**config.mk**
```make
export PLATFORM = sky130hd
export DESIGN_NAME = bit_stuffer_run4_top
export DESIGN_NICKNAME = d
export VERILOG_FILES = /design/src/bsr4_pkg.sv /design/src/bit_stuffer_run4_top.sv /design/src/bsr4_front.sv /design/src/bsr4_fifo.sv /design/src/bsr4_back.sv
export SDC_FILE = /design/constraint.sdc
export NUM_CORES = 1
export LEC_CHECK = 0
export ABC_AREA = 1
export BUFFER_PORTS_ARGS = -buffer_cell sky130_fd_sc_hd__buf_2
export CAP_MARGIN = 25
export CORE_MARGIN = 5
export CORE_UTILIZATION = 45
export DETAILED_ROUTE_END_ITERATION = 10
export GPL_TIMING_DRIVEN = 0
export REMOVE_ABC_BUFFERS = 1
export SYNTH_ARGS = -nofsm -noshare
export SYNTH_HDL_FRONTEND = slang
export SYNTH_HIERARCHICAL = 1
export SYNTH_SLANG_ARGS = --single-unit
```
**constraint.sdc**
```tcl
create_clock -name i_clk -period 5.6 [get_ports i_clk]
set_input_delay 0.56 -clock i_clk [delete_from_list [all_inputs] [get_ports i_clk]]
set_output_delay 0.56 -clock i_clk [all_outputs]
set_load 0.05 [all_outputs]
```
**src/bsr4_pkg.sv**
```systemverilog
// Package for the run-limited bit stuffer: shared types and fixed sizes.
// Used by the front end, the word queue and the packing back end.
package bsr4_pkg;

    // Stuffed bits of one input word: eight data bits plus at most eight zeros
    localparam int unsigned SEQ_W       = 16;
    localparam int unsigned SEQ_CNT_W   = 5;
    localparam int unsigned BYTE_W      = 8;
    // Packing register: up to seven held bits plus one full sequence
    localparam int unsigned ACC_W       = 24;
    localparam int unsigned ACC_CNT_W   = 5;
    localparam int unsigned QUEUE_DEPTH = 2;

    // One classified word as passed from the front end to the back end
    typedef struct packed {
        logic [SEQ_W-1:0]     bits;   // left aligned, earliest bit in the MSB
        logic [SEQ_CNT_W-1:0] count;  // number of valid bits (8..16)
        logic                 last;   // word closes the frame
    } t_entry;

endpackage

```
**src/bit_stuffer_run4_top.sv**
```systemverilog
// Top level of the run-limited bit stuffer with byte packing.
// Depends on bsr4_pkg, bsr4_front, bsr4_fifo and bsr4_back.
//
// Usage:
//   Input channel (i_valid/o_ready) takes one frame byte per word, with
//   i_frame_end set on the last byte of a frame. Bits go out MSB first; a
//   zero is inserted before any data bit that follows RUN_LENGTH ones.
//   Output channel (o_valid/i_ready) gives packed bytes, earliest bit in
//   the MSB; the last byte of a frame is zero padded and has o_out_last set.
//   Path: an accepted input word is written into the queue, loaded into the
//   packer and then moved, one byte at a time, to the output register.
//   The packer either loads one input word or emits one output byte, never
//   both at once, so each input word costs a load plus one emit per output
//   byte, including a frame tail. The one-byte output port and the packer
//   load step set the throughput.
//   A two-entry queue parts the front end from the packer, so input words
//   are taken while output words wait.
//   Reset (synchronous, active low) empties the queue and clears the run
//   history and held bits. When the receiver stalls, the output word holds
//   and the queue fills; o_ready then drops until space frees.
module bit_stuffer_run4_top #(
    parameter int unsigned RUN_LENGTH = 4
) (
    input  logic       i_clk,
    input  logic       i_rst_n,
    input  logic       i_valid,
    output logic       o_ready,
    input  logic [7:0] i_data_byte,
    input  logic       i_frame_end,
    output logic       o_valid,
    input  logic       i_ready,
    output logic [7:0] o_out_byte,
    output logic       o_out_last
);
    import bsr4_pkg::*;

    logic   q_full;
    logic   q_push;
    logic   q_pop;
    logic   q_valid;
    t_entry q_in;
    t_entry q_out;

    bsr4_front #(
        .RUN_LENGTH (RUN_LENGTH)
    ) u_front (
        .i_clk       (i_clk),
        .i_rst_n     (i_rst_n),
        .i_valid     (i_valid),
        .o_ready     (o_ready),
        .i_data_byte (i_data_byte),
        .i_frame_end (i_frame_end),
        .i_q_full    (q_full),
        .o_q_push    (q_push),
        .o_q_entry   (q_in)
    );

    bsr4_fifo u_fifo (
        .i_clk   (i_clk),
        .i_rst_n (i_rst_n),
        .i_push  (q_push),
        .i_entry (q_in),
        .o_full  (q_full),
        .i_pop   (q_pop),
        .o_valid (q_valid),
        .o_entry (q_out)
    );

    bsr4_back u_back (
        .i_clk      (i_clk),
        .i_rst_n    (i_rst_n),
        .i_q_valid  (q_valid),
        .i_q_entry  (q_out),
        .o_q_pop    (q_pop),
        .o_valid    (o_valid),
        .i_ready    (i_ready),
        .o_out_byte (o_out_byte),
        .o_out_last (o_out_last)
    );

endmodule

```
**src/bsr4_front.sv**
```systemverilog
// Front end of the bit stuffer: takes input words, inserts the zero bits.
// Depends on bsr4_pkg for the queue entry type.
module bsr4_front #(
    parameter int unsigned RUN_LENGTH = 4
) (
    input  logic            i_clk,
    input  logic            i_rst_n,
    input  logic            i_valid,
    output logic            o_ready,
    input  logic [7:0]      i_data_byte,
    input  logic            i_frame_end,
    input  logic            i_q_full,
    output logic            o_q_push,
    output bsr4_pkg::t_entry o_q_entry
);
    import bsr4_pkg::*;

    localparam logic [RUN_LENGTH-1:0] RUN_MASK = {RUN_LENGTH{1'b1}};

    logic [RUN_LENGTH-1:0] r_recent;
    logic [RUN_LENGTH-1:0] n_recent;
    logic [SEQ_W-1:0]      seq;
    logic [SEQ_CNT_W-1:0]  cnt;

    assign o_ready  = !i_q_full;
    assign o_q_push = i_valid && !i_q_full;

    // Walk the eight data bits, stuffing a zero after each full run of ones
    always_comb begin
        logic [RUN_LENGTH-1:0] rec;
        logic                  b;
        rec = r_recent;
        seq = '0;
        cnt = '0;
        for (int i = 7; i >= 0; i--) begin
            b = i_data_byte[i];
            if (rec == RUN_MASK) begin
                seq = {seq[SEQ_W-2:0], 1'b0};
                cnt = cnt + SEQ_CNT_W'(1);
                rec = RUN_LENGTH'({rec, 1'b0});
            end
            seq = {seq[SEQ_W-2:0], b};
            cnt = cnt + SEQ_CNT_W'(1);
            rec = RUN_LENGTH'({rec, b});
        end
        n_recent = rec;
    end

    // Left align the sequence for the packer
    always_comb begin
        o_q_entry.bits  = seq << (SEQ_CNT_W'(SEQ_W) - cnt);
        o_q_entry.count = cnt;
        o_q_entry.last  = i_frame_end;
    end

    // Run history; a frame end starts the next frame from all zeros
    always_ff @(posedge i_clk) begin
        if (!i_rst_n) begin
            r_recent <= '0;
        end else if (o_q_push) begin
            r_recent <= i_frame_end ? '0 : n_recent;
        end
    end

endmodule

```
**src/bsr4_fifo.sv**
```systemverilog
// Short queue of stuffed-bit entries between front end and back end.
// Depends on bsr4_pkg for the entry type and depth.
module bsr4_fifo (
    input  logic             i_clk,
    input  logic             i_rst_n,
    input  logic             i_push,
    input  bsr4_pkg::t_entry i_entry,
    output logic             o_full,
    input  logic             i_pop,
    output logic             o_valid,
    output bsr4_pkg::t_entry o_entry
);
    import bsr4_pkg::*;

    localparam int unsigned PTR_W = (QUEUE_DEPTH > 1) ? $clog2(QUEUE_DEPTH) : 1;
    localparam int unsigned CNT_W = $clog2(QUEUE_DEPTH + 1);
    localparam logic [PTR_W-1:0] PTR_LAST = PTR_W'(QUEUE_DEPTH - 1);
    localparam logic [CNT_W-1:0] CNT_FULL = CNT_W'(QUEUE_DEPTH);

    t_entry           r_mem [QUEUE_DEPTH];
    logic [PTR_W-1:0] r_wr_ptr;
    logic [PTR_W-1:0] r_rd_ptr;
    logic [CNT_W-1:0] r_count;
    logic             do_push;
    logic             do_pop;

    assign o_full  = (r_count == CNT_FULL);
    assign o_valid = (r_count != '0);
    assign o_entry = r_mem[r_rd_ptr];
    assign do_push = i_push && !o_full;
    assign do_pop  = i_pop && o_valid;

    // Entry storage
    always_ff @(posedge i_clk) begin
        if (do_push) begin
            r_mem[r_wr_ptr] <= i_entry;
        end
    end

    // Pointers and fill level
    always_ff @(posedge i_clk) begin
        if (!i_rst_n) begin
            r_wr_ptr <= '0;
            r_rd_ptr <= '0;
            r_count  <= '0;
        end else begin
            if (do_push) begin
                r_wr_ptr <= (r_wr_ptr == PTR_LAST) ? '0 : r_wr_ptr + PTR_W'(1);
            end
            if (do_pop) begin
                r_rd_ptr <= (r_rd_ptr == PTR_LAST) ? '0 : r_rd_ptr + PTR_W'(1);
            end
            case ({do_push, do_pop})
                2'b10:   r_count <= r_count + CNT_W'(1);
                2'b01:   r_count <= r_count - CNT_W'(1);
                default: r_count <= r_count;
            endcase
        end
    end

endmodule

```
**src/bsr4_back.sv**
```systemverilog
// Back end of the bit stuffer: packs stuffed bits into output words.
// Depends on bsr4_pkg for the entry type and packing widths.
module bsr4_back (
    input  logic             i_clk,
    input  logic             i_rst_n,
    input  logic             i_q_valid,
    input  bsr4_pkg::t_entry i_q_entry,
    output logic             o_q_pop,
    output logic             o_valid,
    input  logic             i_ready,
    output logic [7:0]       o_out_byte,
    output logic             o_out_last
);
    import bsr4_pkg::*;

    localparam logic [ACC_CNT_W-1:0] BYTE_CNT = ACC_CNT_W'(BYTE_W);

    logic [ACC_W-1:0]     r_acc;     // held bits, left aligned, zero below
    logic [ACC_CNT_W-1:0] r_cnt;
    logic                 r_last;    // held bits close the frame
    logic                 need_emit;
    logic                 out_free;
    logic                 emit;
    logic                 load;
    logic [ACC_W-1:0]     merged;

    // A word is due when a full byte is held or a frame tail must be flushed
    assign need_emit = (r_cnt >= BYTE_CNT) || (r_last && (r_cnt != '0));
    assign out_free  = !o_valid || i_ready;
    assign emit      = need_emit && out_free;
    assign load      = !need_emit && i_q_valid;
    assign o_q_pop   = load;

    // New sequence goes straight after the held bits
    assign merged = r_acc | ({i_q_entry.bits, {(ACC_W - SEQ_W){1'b0}}} >> r_cnt);

    // Packing register
    always_ff @(posedge i_clk) begin
        if (!i_rst_n) begin
            r_acc  <= '0;
            r_cnt  <= '0;
            r_last <= 1'b0;
        end else if (load) begin
            r_acc  <= merged;
            r_cnt  <= r_cnt + ACC_CNT_W'(i_q_entry.count);
            r_last <= i_q_entry.last;
        end else if (emit) begin
            if (r_cnt >= BYTE_CNT) begin
                r_acc <= r_acc << BYTE_W;
                r_cnt <= r_cnt - BYTE_CNT;
            end else begin
                r_acc <= '0;
                r_cnt <= '0;
            end
            r_last <= r_last && (r_cnt > BYTE_CNT);
        end
    end

    // Output register; tail bytes are already zero padded in the packer
    always_ff @(posedge i_clk) begin
        if (!i_rst_n) begin
            o_valid <= 1'b0;
        end else if (emit) begin
            o_valid <= 1'b1;
        end else if (i_ready) begin
            o_valid <= 1'b0;
        end
    end

    always_ff @(posedge i_clk) begin
        if (emit) begin
            o_out_byte <= r_acc[ACC_W-1 -: BYTE_W];
            o_out_last <= r_last && (r_cnt <= BYTE_CNT);
        end
    end

endmodule

```
==> impl_metrics.py, run 1 <==
metrics = {
    "die": {
        "core_area_mm2": 0.01520,
        "die_area_mm2": 0.01809,
        "row_count": 45,
        "die_y_um": 134.5,
        "start_util_pct": 45.88,
        "fp.dieW_um": 134.5,
        "ios": 24,
    },
    "clocking": {
        "clkSlewWorstSetupHoldPaths_ps": 70,
        "hold_buffers": 0,
        "cts-htree-levels": 3,
        "cts_buffer_depth": 2,
        "root_buffer": "clkbuf_16",
        "cts_tree": "done",
        "clkLatencyLatePin_ps": 350,
        "cts_sinks": 93,
        "numCtsBuffers": 9,
    },
    "detailed_routing": {
        "vias_per_cell": 5.105,
        "drt_iter0_drc": 367,
        "avgRoutedWirePerCell_um": 13.28,
        "totalWireLength_mm": 15.90,
        "drc": 0,
        "drt_pass1_iterations": 5,
        "dr_total_vias": 6111,
        "antenna_left": 0,
    },
    "timing": {
        "period_needed_ps": 5349,
        "setup_violations": 0,
        "final-hold-violation-count": 0,
        "maxSlewViolCount": 0,
        "max_slew_margin_pct": 40.45,
        "fin_setup_tns_ps": 0,
        "max_clock_freq_mhz": 187.0,
        "finalWorstSetupSlack_ps": 251.3,
        "worst_pin_slew_ps": 892.1,
        "fin_skew_ps": 10.99,
        "period_share_pct": 95.51,
    },
    "power_and_ir_drop": {
        "sw_frac_of_total_pct": 46.49,
        "p_per_area_mw_per_mm2": 490.7,
        "clockPowerShare_pct": 17.2,
        "peakVddDrop_v": 0.0002081,
        "seqPwrFrac_pct": 30.0,
        "power_mw": 3.860,
        "power_frac_comb_pct": 52.8,
        "leakage_nw": 3.594,
        "p_int_mw": 2.065,
        "switchingPower_mw": 1.794,
    },
    "placement": {
        "hpwl_mm": 11.49,
        "numPortBuffers": 23,
        "place_congestion": 0.8274,
        "place_ws_ps": -1081,
    },
    "critical_path": {
        "r2r_end": "u_fifo/r_mem[1][20]",
        "critPathMaxStageDelay_ps": 620,
        "worst_path_most_repeated_cell": "inv_2",
        "critPathMaxFanout": 6,
        "r2r_start": "u_front/r_recent[2]",
        "worstPathRequired_ps": 5690,
        "crit_type": "reg -> reg",
        "cpLargestDelayFamily": "adder cells",
        "reg2reg_slack_ps": 250,
        "path_buf_inv": 10,
        "ff2ff_path_depth": 36,
        "startpoint_type": "register",
        "end_kind": "register",
        "worst_ep_arrival_time_ps": 5440,
        "cp_slowest_cell": "fa_2",
    },
    "logic_synthesis": {
        "synth_edf_count": 53,
        "synthAdderAreaFrac_pct": 5.058,
        "async_flop_share_pct": 0,
        "yosysTopAreaCellShare_pct": 22.82,
        "syn-mean-instance-area_um2": 7.140,
        "yosysTopAreaCell": "edfxtp_1",
        "synth_ff_type": "edfxtp_1",
        "synth_compound_area_share_pct": 8.233,
        "syn_inst": 977,
        "yosys-top-cells-count": "nand2_1, nand3_1, inv_1",
        "synth_seq_cells": 93,
        "yosysWarnings": 6,
        "yosysSeqAreaShare_pct": 34.30,
        "yosys.area_share.simple_pct": 37.51,
        "synth.most_common_cell": "nand2_1",
        "netlist_top_cells_area": "edfxtp_1, nand2_1, dfxtp_1, nand3_1, inv_1",
        "synth_xor_xnor_area_share_pct": 0.2511,
        "synth_top_family_by_area": "simple AND/OR/NAND/NOR gates",
        "netlist_area_mm2": 0.006975,
        "ys_types": 48,
        "muxShareOfSynthArea_pct": 4.915,
    },
    "global_routing": {
        "grt_pass1_vias": 5800,
        "grt_pass1_wl_mm": 26.52,
        "grt_antenna_before_repair": 0,
        "grt_max_degree": 28,
        "gr-total-overflow": 0,
        "grtUsageTotal_pct": 17.95,
    },
    "layout": {
        "post-route-util_pct": 51.74,
        "fill_cells": 1526,
        "nets": 1044,
        "drive_gt1_share_pct": 20.12,
        "syn2layout_area_growth_pct": 12.75,
        "diodes": 0,
    },
    "worst_hold_path": {
        "hp-start": "u_back/r_acc[20]",
        "hold_end": "u_back/o_out_byte[4]",
        "hp-class": "reg -> reg",
        "min_path_cells": 0,
    },
    "run": {
        "drv_cap": 0,
    },
    "outcome": {
        "status": "finished clean",
    },
}
[power groups by stage]
stage,Sequential (mW),Clock [mW],Combinational [mW]
3_5_place_dp,1.18,0,1.96
5_1_grt,1.19,0.717,2.30
6_report,1.16,0.664,2.04
4_1_cts,1.16,0.678,2.00
2_1_floorplan,1.28,0,1.36
3_3_place_gp,1.19,0,1.91
[kinds of logic after synthesis]
kind of cell,count (synthesis)
AO/OA/AOI/OAI,103
XOR/XNOR,2
adder cells (fa/ha/maj),27
buffers and inverters,158
flip-flops,93
multiplexers,24
AND/OR/NAND/NOR,570
[final cells by class]
class | count | area [µm²] | share of cell area, %
multi-input combinational | 727 | 4084 | 51.92
timing repair inverter | 2 | 13.76 | 0.1750
clock buffer | 10 | 229.0 | 2.911
sequential | 93 | 2405 | 30.58
inverter | 127 | 493.0 | 6.268
tap | 188 | 235.2 | 2.991
clock inverter | 6 | 93.84 | 1.193
timing repair buffer | 44 | 311.5 | 3.961
[worst max-delay path by stage]
stage                              startpoint                   to  slack [ps]  cells after the start
final                     u_front/r_recent[2]  u_fifo/r_mem[1][20]         250                     36
after global routing      u_front/r_recent[2]  u_fifo/r_mem[0][14]         -50                     35
after CTS                 u_front/r_recent[1]  u_fifo/r_mem[1][21]          20                     39
after detailed placement       i_data_byte[6]  u_fifo/r_mem[0][21]       -1080                     39
after global placement         i_data_byte[6]  u_fifo/r_mem[0][21]       -1100                     39
after floorplan                i_data_byte[6]  u_fifo/r_mem[0][19]        -180                     36
[placed cells by master, fill, tap and decap left out, drive strengths merged, types with 2 or more instances in the layout]
cell type / instances
bufinv: 2
o211ai: 5
or2: 2
o21ai: 50
buf: 44
mux2i: 2
ha: 25
dfxtp: 40
clkinvlp: 2
nor2: 102
edfxtp: 53
fa: 2
nand2: 322
mux2: 22
a21oi: 33
clkinv: 3
nand3: 129
o31ai: 2
a22oi: 6
a31oi: 3
nand4: 13
inv: 128
a21boi: 2
clkbuf: 10
nor3: 2
[metal layers]
layer	global-route usage [%]	vias up	share of wire, %
met5	0	-	0
met4	5.656	0	1.9
met3	3.651	22	2.0
met2	32.35	56	51
met1	21.48	2800	45
li1	-	3233	-
[through the flow]
step                hold WS, ps  instances  instance area, µm²
global route              444.4       1197                7865
CTS                       435.5       1185                7644
global placement          420.9       1157                7128
detailed placement        418.7       1159                7173
floorplan                 408.2        946                6778
finish                    433.0       1197                7865
[what timing repair did]
item / 4_1_cts / 5_1_grt
pin swaps: 9 / 26
endpoints found under the setup margin: 34 / 32
resized for setup: 27 / 51
buffers inserted: 9 / 10
cloned: 1 / 2
[registers in the layout (all words and copies together), names as in the netlist, named ones only]
signal and flops:
u_back/o_out_last 1, u_back/r_last 1, u_back/r_acc 24, u_front/r_recent 4, u_back/o_out_byte 8, u_back/o_valid 1, u_fifo/r_wr_ptr 1, u_fifo/r_mem 44
u_back/r_cnt 5, u_fifo/r_rd_ptr 1, u_fifo/r_count 2
(Power assumes the default switching activity.)
==> inputs of run 2 (changes only) <==
- clock period: 5.6 -> 4.7 ns (I/O delays scaled with it)
==> impl_metrics.py, run 2 (same netlist as run 1, synthesis figures left out) <==
metrics = {
    "critical_path": {
        "worstPathRequired_ps": 4800,
        "critPathMaxFanout": 6,
        "startpoint_type": "register",
        "reg2reg_slack_ps": -660,
        "r2r_start": "u_front/r_recent[2]",
        "worst_ep_arrival_time_ps": 5460,
        "crit_type": "reg -> reg",
        "ff2ff_path_depth": 36,
        "cp_slowest_cell": "fa_2",
        "end_kind": "register",
        "critPathMaxStageDelay_ps": 620,
        "worst_path_most_repeated_cell": "inv_2",
        "r2r_end": "u_fifo/r_mem[1][20]",
    },
    "die": {
        "core_area_mm2": 0.01520,
        "start_util_pct": 45.88,
        "ios": 24,
        "die_area_mm2": 0.01809,
        "row_count": 45,
        "fp.dieW_um": 134.5,
        "die_y_um": 134.5,
    },
    "placement": {
        "dp.cells": 1159,
        "place_congestion": 0.8274,
        "hpwl_mm": 11.49,
        "numPortBuffers": 23,
    },
    "clocking": {
        "root_buffer": "clkbuf_16",
        "clkSlewWorstSetupHoldPaths_ps": 70,
        "numCtsBuffers": 9,
        "cts_sinks": 93,
        "cts_buffer_depth": 2,
        "cts-htree-levels": 3,
        "clkLatencyLatePin_ps": 350,
        "cts_tree": "done",
    },
    "timing": {
        "maxSlewViolCount": 0,
        "rsz0062_at_grt": "true",
        "max_clock_freq_mhz": 186.6,
        "worst_pin_slew_ps": 907.7,
        "finalWorstSetupSlack_ps": -658.0,
        "fin_skew_ps": 9.217,
        "max_slew_margin_pct": 39.41,
        "whs_ps": 374.5,
        "final-hold-violation-count": 0,
        "setup_violations": 34,
        "period_needed_ps": 5358,
        "period_share_pct": 114.0,
    },
    "layout": {
        "top_regs": "u_fifo/r_mem: 44 flops, u_back/r_acc: 24 flops, u_back/o_out_byte: 8 flops",
        "final_cell_mix": "nand2_1, nand3_1, inv_1",
        "top_register": "u_fifo/r_mem",
        "layout_commonest_cell": "nand2_1",
        "syn2layout_area_growth_pct": 26.89,
        "drive_gt1_share_pct": 31.46,
        "diodes": 0,
        "nets": 1087,
        "largest_reg_flops": 44,
        "fin_cells": 1240,
    },
    "detailed_routing": {
        "totalWireLength_mm": 17.76,
        "drc": 0,
        "vias_per_cell": 5.174,
        "drt_pass1_iterations": 5,
        "drt_iter0_drc": 451,
        "antenna_left": 0,
        "dr_total_vias": 6416,
        "avgRoutedWirePerCell_um": 14.32,
    },
    "global_routing": {
        "grt_antenna_before_repair": 0,
        "grtUsageTotal_pct": 19.05,
        "grt_pass1_wl_mm": 28.23,
        "grt_pass1_vias": 6189,
        "gr-total-overflow": 0,
        "grt_max_degree": 28,
    },
    "run": {
        "drv_cap": 0,
    },
    "worst_hold_path": {
        "hp-start": "i_frame_end",
        "hold_end": "u_fifo/r_mem[0][0]",
        "min_path_cells": 1,
        "hp-class": "in -> reg",
    },
    "power_and_ir_drop": {
        "p_per_area_mw_per_mm2": 544.1,
        "leakage_nw": 3.974,
        "peakVddDrop_v": 0.0002527,
    },
    "outcome": {
        "violations": "setup timing",
        "status": "complete, but fails checks",
    },
}
[run 2: changes by cell type in the layout (fill, tap and decap cells not counted), sizes merged]
cell    delta
buf       +42
clkinv     +2
inv        -2
nand2      +1
[run 2: metrics by stage]
step / instance area, µm² / worst slack, ps / util, % / power, mW / setup TNS (ps)
finish: 8851 / -658.0 / 58.22 / 4.816 / -17230
global placement: 7128 / -1906 / 46.89 / 3.692 / -59830
detailed placement: 7173 / -1891 / 47.19 / 3.735 / -59170
CTS: 8107 / -496.4 / 53.33 / 4.679 / -13890
floorplan: 6778 / -987.6 / - / 3.146 / -27590
global route: 8851 / -855.9 / 58.22 / 5.219 / -26250
[run 2: final cells by class]
type	count	area, µm²
Multi-Input combinational cell	728	4713
Inverter	127	504.2
Clock buffer	10	229.0
Timing Repair Buffer	86	659.4
Clock inverter	6	93.84
Tap cell	188	235.2
Timing Repair inverter	2	13.76
Sequential cell	93	2402
Fill cell	1355	6351
[run 2: worst max path at each step]
stage                                   start             endpoint  slack [ps]  depth (start not counted)
after floorplan                i_data_byte[6]  u_fifo/r_mem[0][19]        -990                         36
after global placement         i_data_byte[6]  u_fifo/r_mem[0][21]       -1910                         39
after detailed placement       i_data_byte[6]  u_fifo/r_mem[0][21]       -1890                         39
after CTS                 u_front/r_recent[3]  u_fifo/r_mem[0][20]        -500                         36
after global routing      u_front/r_recent[2]  u_fifo/r_mem[0][14]        -860                         39
final                     u_front/r_recent[2]  u_fifo/r_mem[1][20]        -660                         36
[run 2: power by group]
group | total, mW | switching [mW] | internal, mW | leakage, nW
Sequential | 1.38 | 0.192 | 1.19 | 0.836
Combinational | 2.64 | 1.74 | 0.897 | 2.98
Clock | 0.796 | 0.323 | 0.473 | 0.159
[run 2: repair_timing]
item | CTS | global route
pin swaps | 36 | 63
gates cloned | 4 | 0
endpoints found under the setup margin | 40 | 40
buffers inserted | 42 | 23
gates resized for setup | 87 | 139
hold buffers | 0 | 0
[run 2: worst max-delay path, delay by kind of cell (launching register included)]
kind	cells	cell delay [ps]
flip-flops	1	360
XOR/XNOR	1	140
AND/OR/NAND/NOR	14	1110
multiplexers	2	410
AO/OA/AOI/OAI	2	290
buffers and inverters	10	550
adder cells (fa/ha/maj)	7	2220
[run 2: per-layer routing]
layer | GRT usage (%) | share of wire, %
met1 | 22.24 | 43
met2 | 35.00 | 52
met3 | 3.204 | 2.2
met4 | 7.014 | 3.1
met5 | 0 | 0
==> inputs of run 3 (changes only) <==
- clock period: 4.7 -> 5.75 ns (I/O delays scaled with it)
==> impl_metrics.py, run 3 (same netlist as run 1, synthesis figures left out) <==
metrics = {
    "critical_path": {
        "worst_path_most_repeated_cell": "nand2_1",
        "critPathMaxStageDelay_ps": 620,
        "end_kind": "register",
        "crit_type": "reg -> reg",
        "ff2ff_path_depth": 39,
        "startpoint_type": "register",
        "worstPathRequired_ps": 5840,
        "cpLargestDelayFamily": "adder cells",
        "crit_cells": 39,
        "worst_ep_arrival_time_ps": 5550,
        "critPathMaxFanout": 5,
        "cp_slowest_cell": "fa_2",
        "path_buf_inv": 11,
    },
    "die": {
        "row_count": 45,
        "start_util_pct": 45.88,
        "core_area_mm2": 0.01520,
        "fp.dieW_um": 134.5,
        "ios": 24,
        "die_area_mm2": 0.01809,
        "die_y_um": 134.5,
    },
    "timing": {
        "setup_violations": 0,
        "period_needed_ps": 5462,
        "period_share_pct": 95.00,
        "worst_pin_slew_ps": 896.0,
        "final-hold-violation-count": 0,
        "max_slew_margin_pct": 40.18,
        "whs_ps": 433.0,
        "max_clock_freq_mhz": 183.1,
        "maxSlewViolCount": 0,
        "fin_setup_tns_ps": 0,
        "fin_skew_ps": 8.953,
    },
    "clocking": {
        "cts_tree": "done",
        "clkSlewWorstSetupHoldPaths_ps": 70,
        "cts_sinks": 93,
        "cts_buffer_depth": 2,
        "cts-htree-levels": 3,
        "root_buffer": "clkbuf_16",
        "clkLatencyLatePin_ps": 350,
        "numCtsBuffers": 9,
    },
    "power_and_ir_drop": {
        "leakage_nw": 3.559,
        "power_mw": 3.737,
        "p_per_area_mw_per_mm2": 481.5,
        "peakVddDrop_v": 0.0002023,
    },
    "detailed_routing": {
        "avgRoutedWirePerCell_um": 13.18,
        "drt_iter0_drc": 337,
        "drt_pass1_iterations": 4,
        "vias_per_cell": 5.063,
        "totalWireLength_mm": 15.69,
        "antenna_left": 0,
        "dr_total_vias": 6030,
        "drc": 0,
    },
    "global_routing": {
        "grt_max_degree": 28,
        "gr-total-overflow": 0,
        "grtUsageTotal_pct": 17.91,
        "grt_pass1_wl_mm": 26.55,
        "grt_pass1_vias": 5799,
        "grt_antenna_before_repair": 0,
    },
    "run": {
        "drv_cap": 0,
    },
    "layout": {
        "drive_gt1_share_pct": 18.54,
        "nets": 1038,
        "design_area_mm2": 0.007761,
        "final_cell_mix": "nand2_1, nand3_1, inv_1",
        "largest_reg_flops": 44,
        "syn2layout_area_growth_pct": 11.26,
        "top_regs": "u_fifo/r_mem: 44 flops, u_back/r_acc: 24 flops, u_back/o_out_byte: 8 flops",
        "layout_commonest_cell": "nand2_1",
        "diodes": 0,
        "top_register": "u_fifo/r_mem",
        "fill_cells": 1526,
        "post-route-util_pct": 51.05,
    },
    "placement": {
        "place_congestion": 0.8274,
        "placed_area_mm2": 0.007173,
        "numPortBuffers": 23,
        "hpwl_mm": 11.49,
    },
    "outcome": {
        "status": "finished clean",
    },
    "worst_hold_path": {
        "hp-class": "reg -> reg",
        "min_path_cells": 0,
    },
}
## run 3: timing repair
item                       CTS  global route
cloned                       1             0
setup endpoints to repair   32            32
hold buffers                 0             0
gates resized for setup     21            36
setup buffers                7             8
pin swaps                    7            22
## run 3: worst paths after layout
check | start | end | slack [ps]
min | u_back/r_acc[20] | u_back/o_out_byte[4] | 430
min reg2reg | u_back/r_acc[20] | u_back/o_out_byte[4] | 430
max reg2reg | u_front/r_recent[2] | u_fifo/r_mem[1][18] | 290
max | u_front/r_recent[2] | u_fifo/r_mem[1][18] | 290
## run 3: through the flow
step                std cells  setup slack (ps)
floorplan                 946            -42.57
global placement         1157            -961.1
detailed placement       1159            -946.2
CTS                      1183             3.971
global route             1191            -19.17
finish                   1191             287.6
## run 3: worst register-to-register path: cells and delay by family (launching register included)
kind | cells | cell delay (ps)
buffers and inverters | 11 | 730
adders and majority gates | 7 | 2250
DFF | 1 | 360
AOI/OAI and AO/OA | 3 | 300
xor gates and xnor gates | 1 | 160
and+or+nand+nor | 17 | 1390
## run 3: layer usage
metal	GRT usage (%)	wire length [µm]	up-vias
met5	0	0	-
met4	5.995	372	0
met3	3.092	344	26
met2	32.40	7948	56
met1	21.52	7028	2728
li1	-	-	3220
## run 3: power breakdown
group	switching (mW)	leakage [nW]	internal, mW	total, mW
Clock	0.264	0.159	0.387	0.650
Sequential	0.156	0.836	0.972	1.13
Combinational	1.32	2.56	0.644	1.96
Total	1.73	3.56	2.00	3.74
## run 3: cell type report
class | instances | area (µm²) | share of cell area (%)
multi-input combinational | 727 | 4034 | 51.97
sequential | 93 | 2405 | 30.99
inverter | 127 | 490.5 | 6.320
timing repair buffer | 40 | 274.0 | 3.531
tap | 188 | 235.2 | 3.031
clock buffer | 10 | 229.0 | 2.950
clock inverter | 6 | 93.84 | 1.209
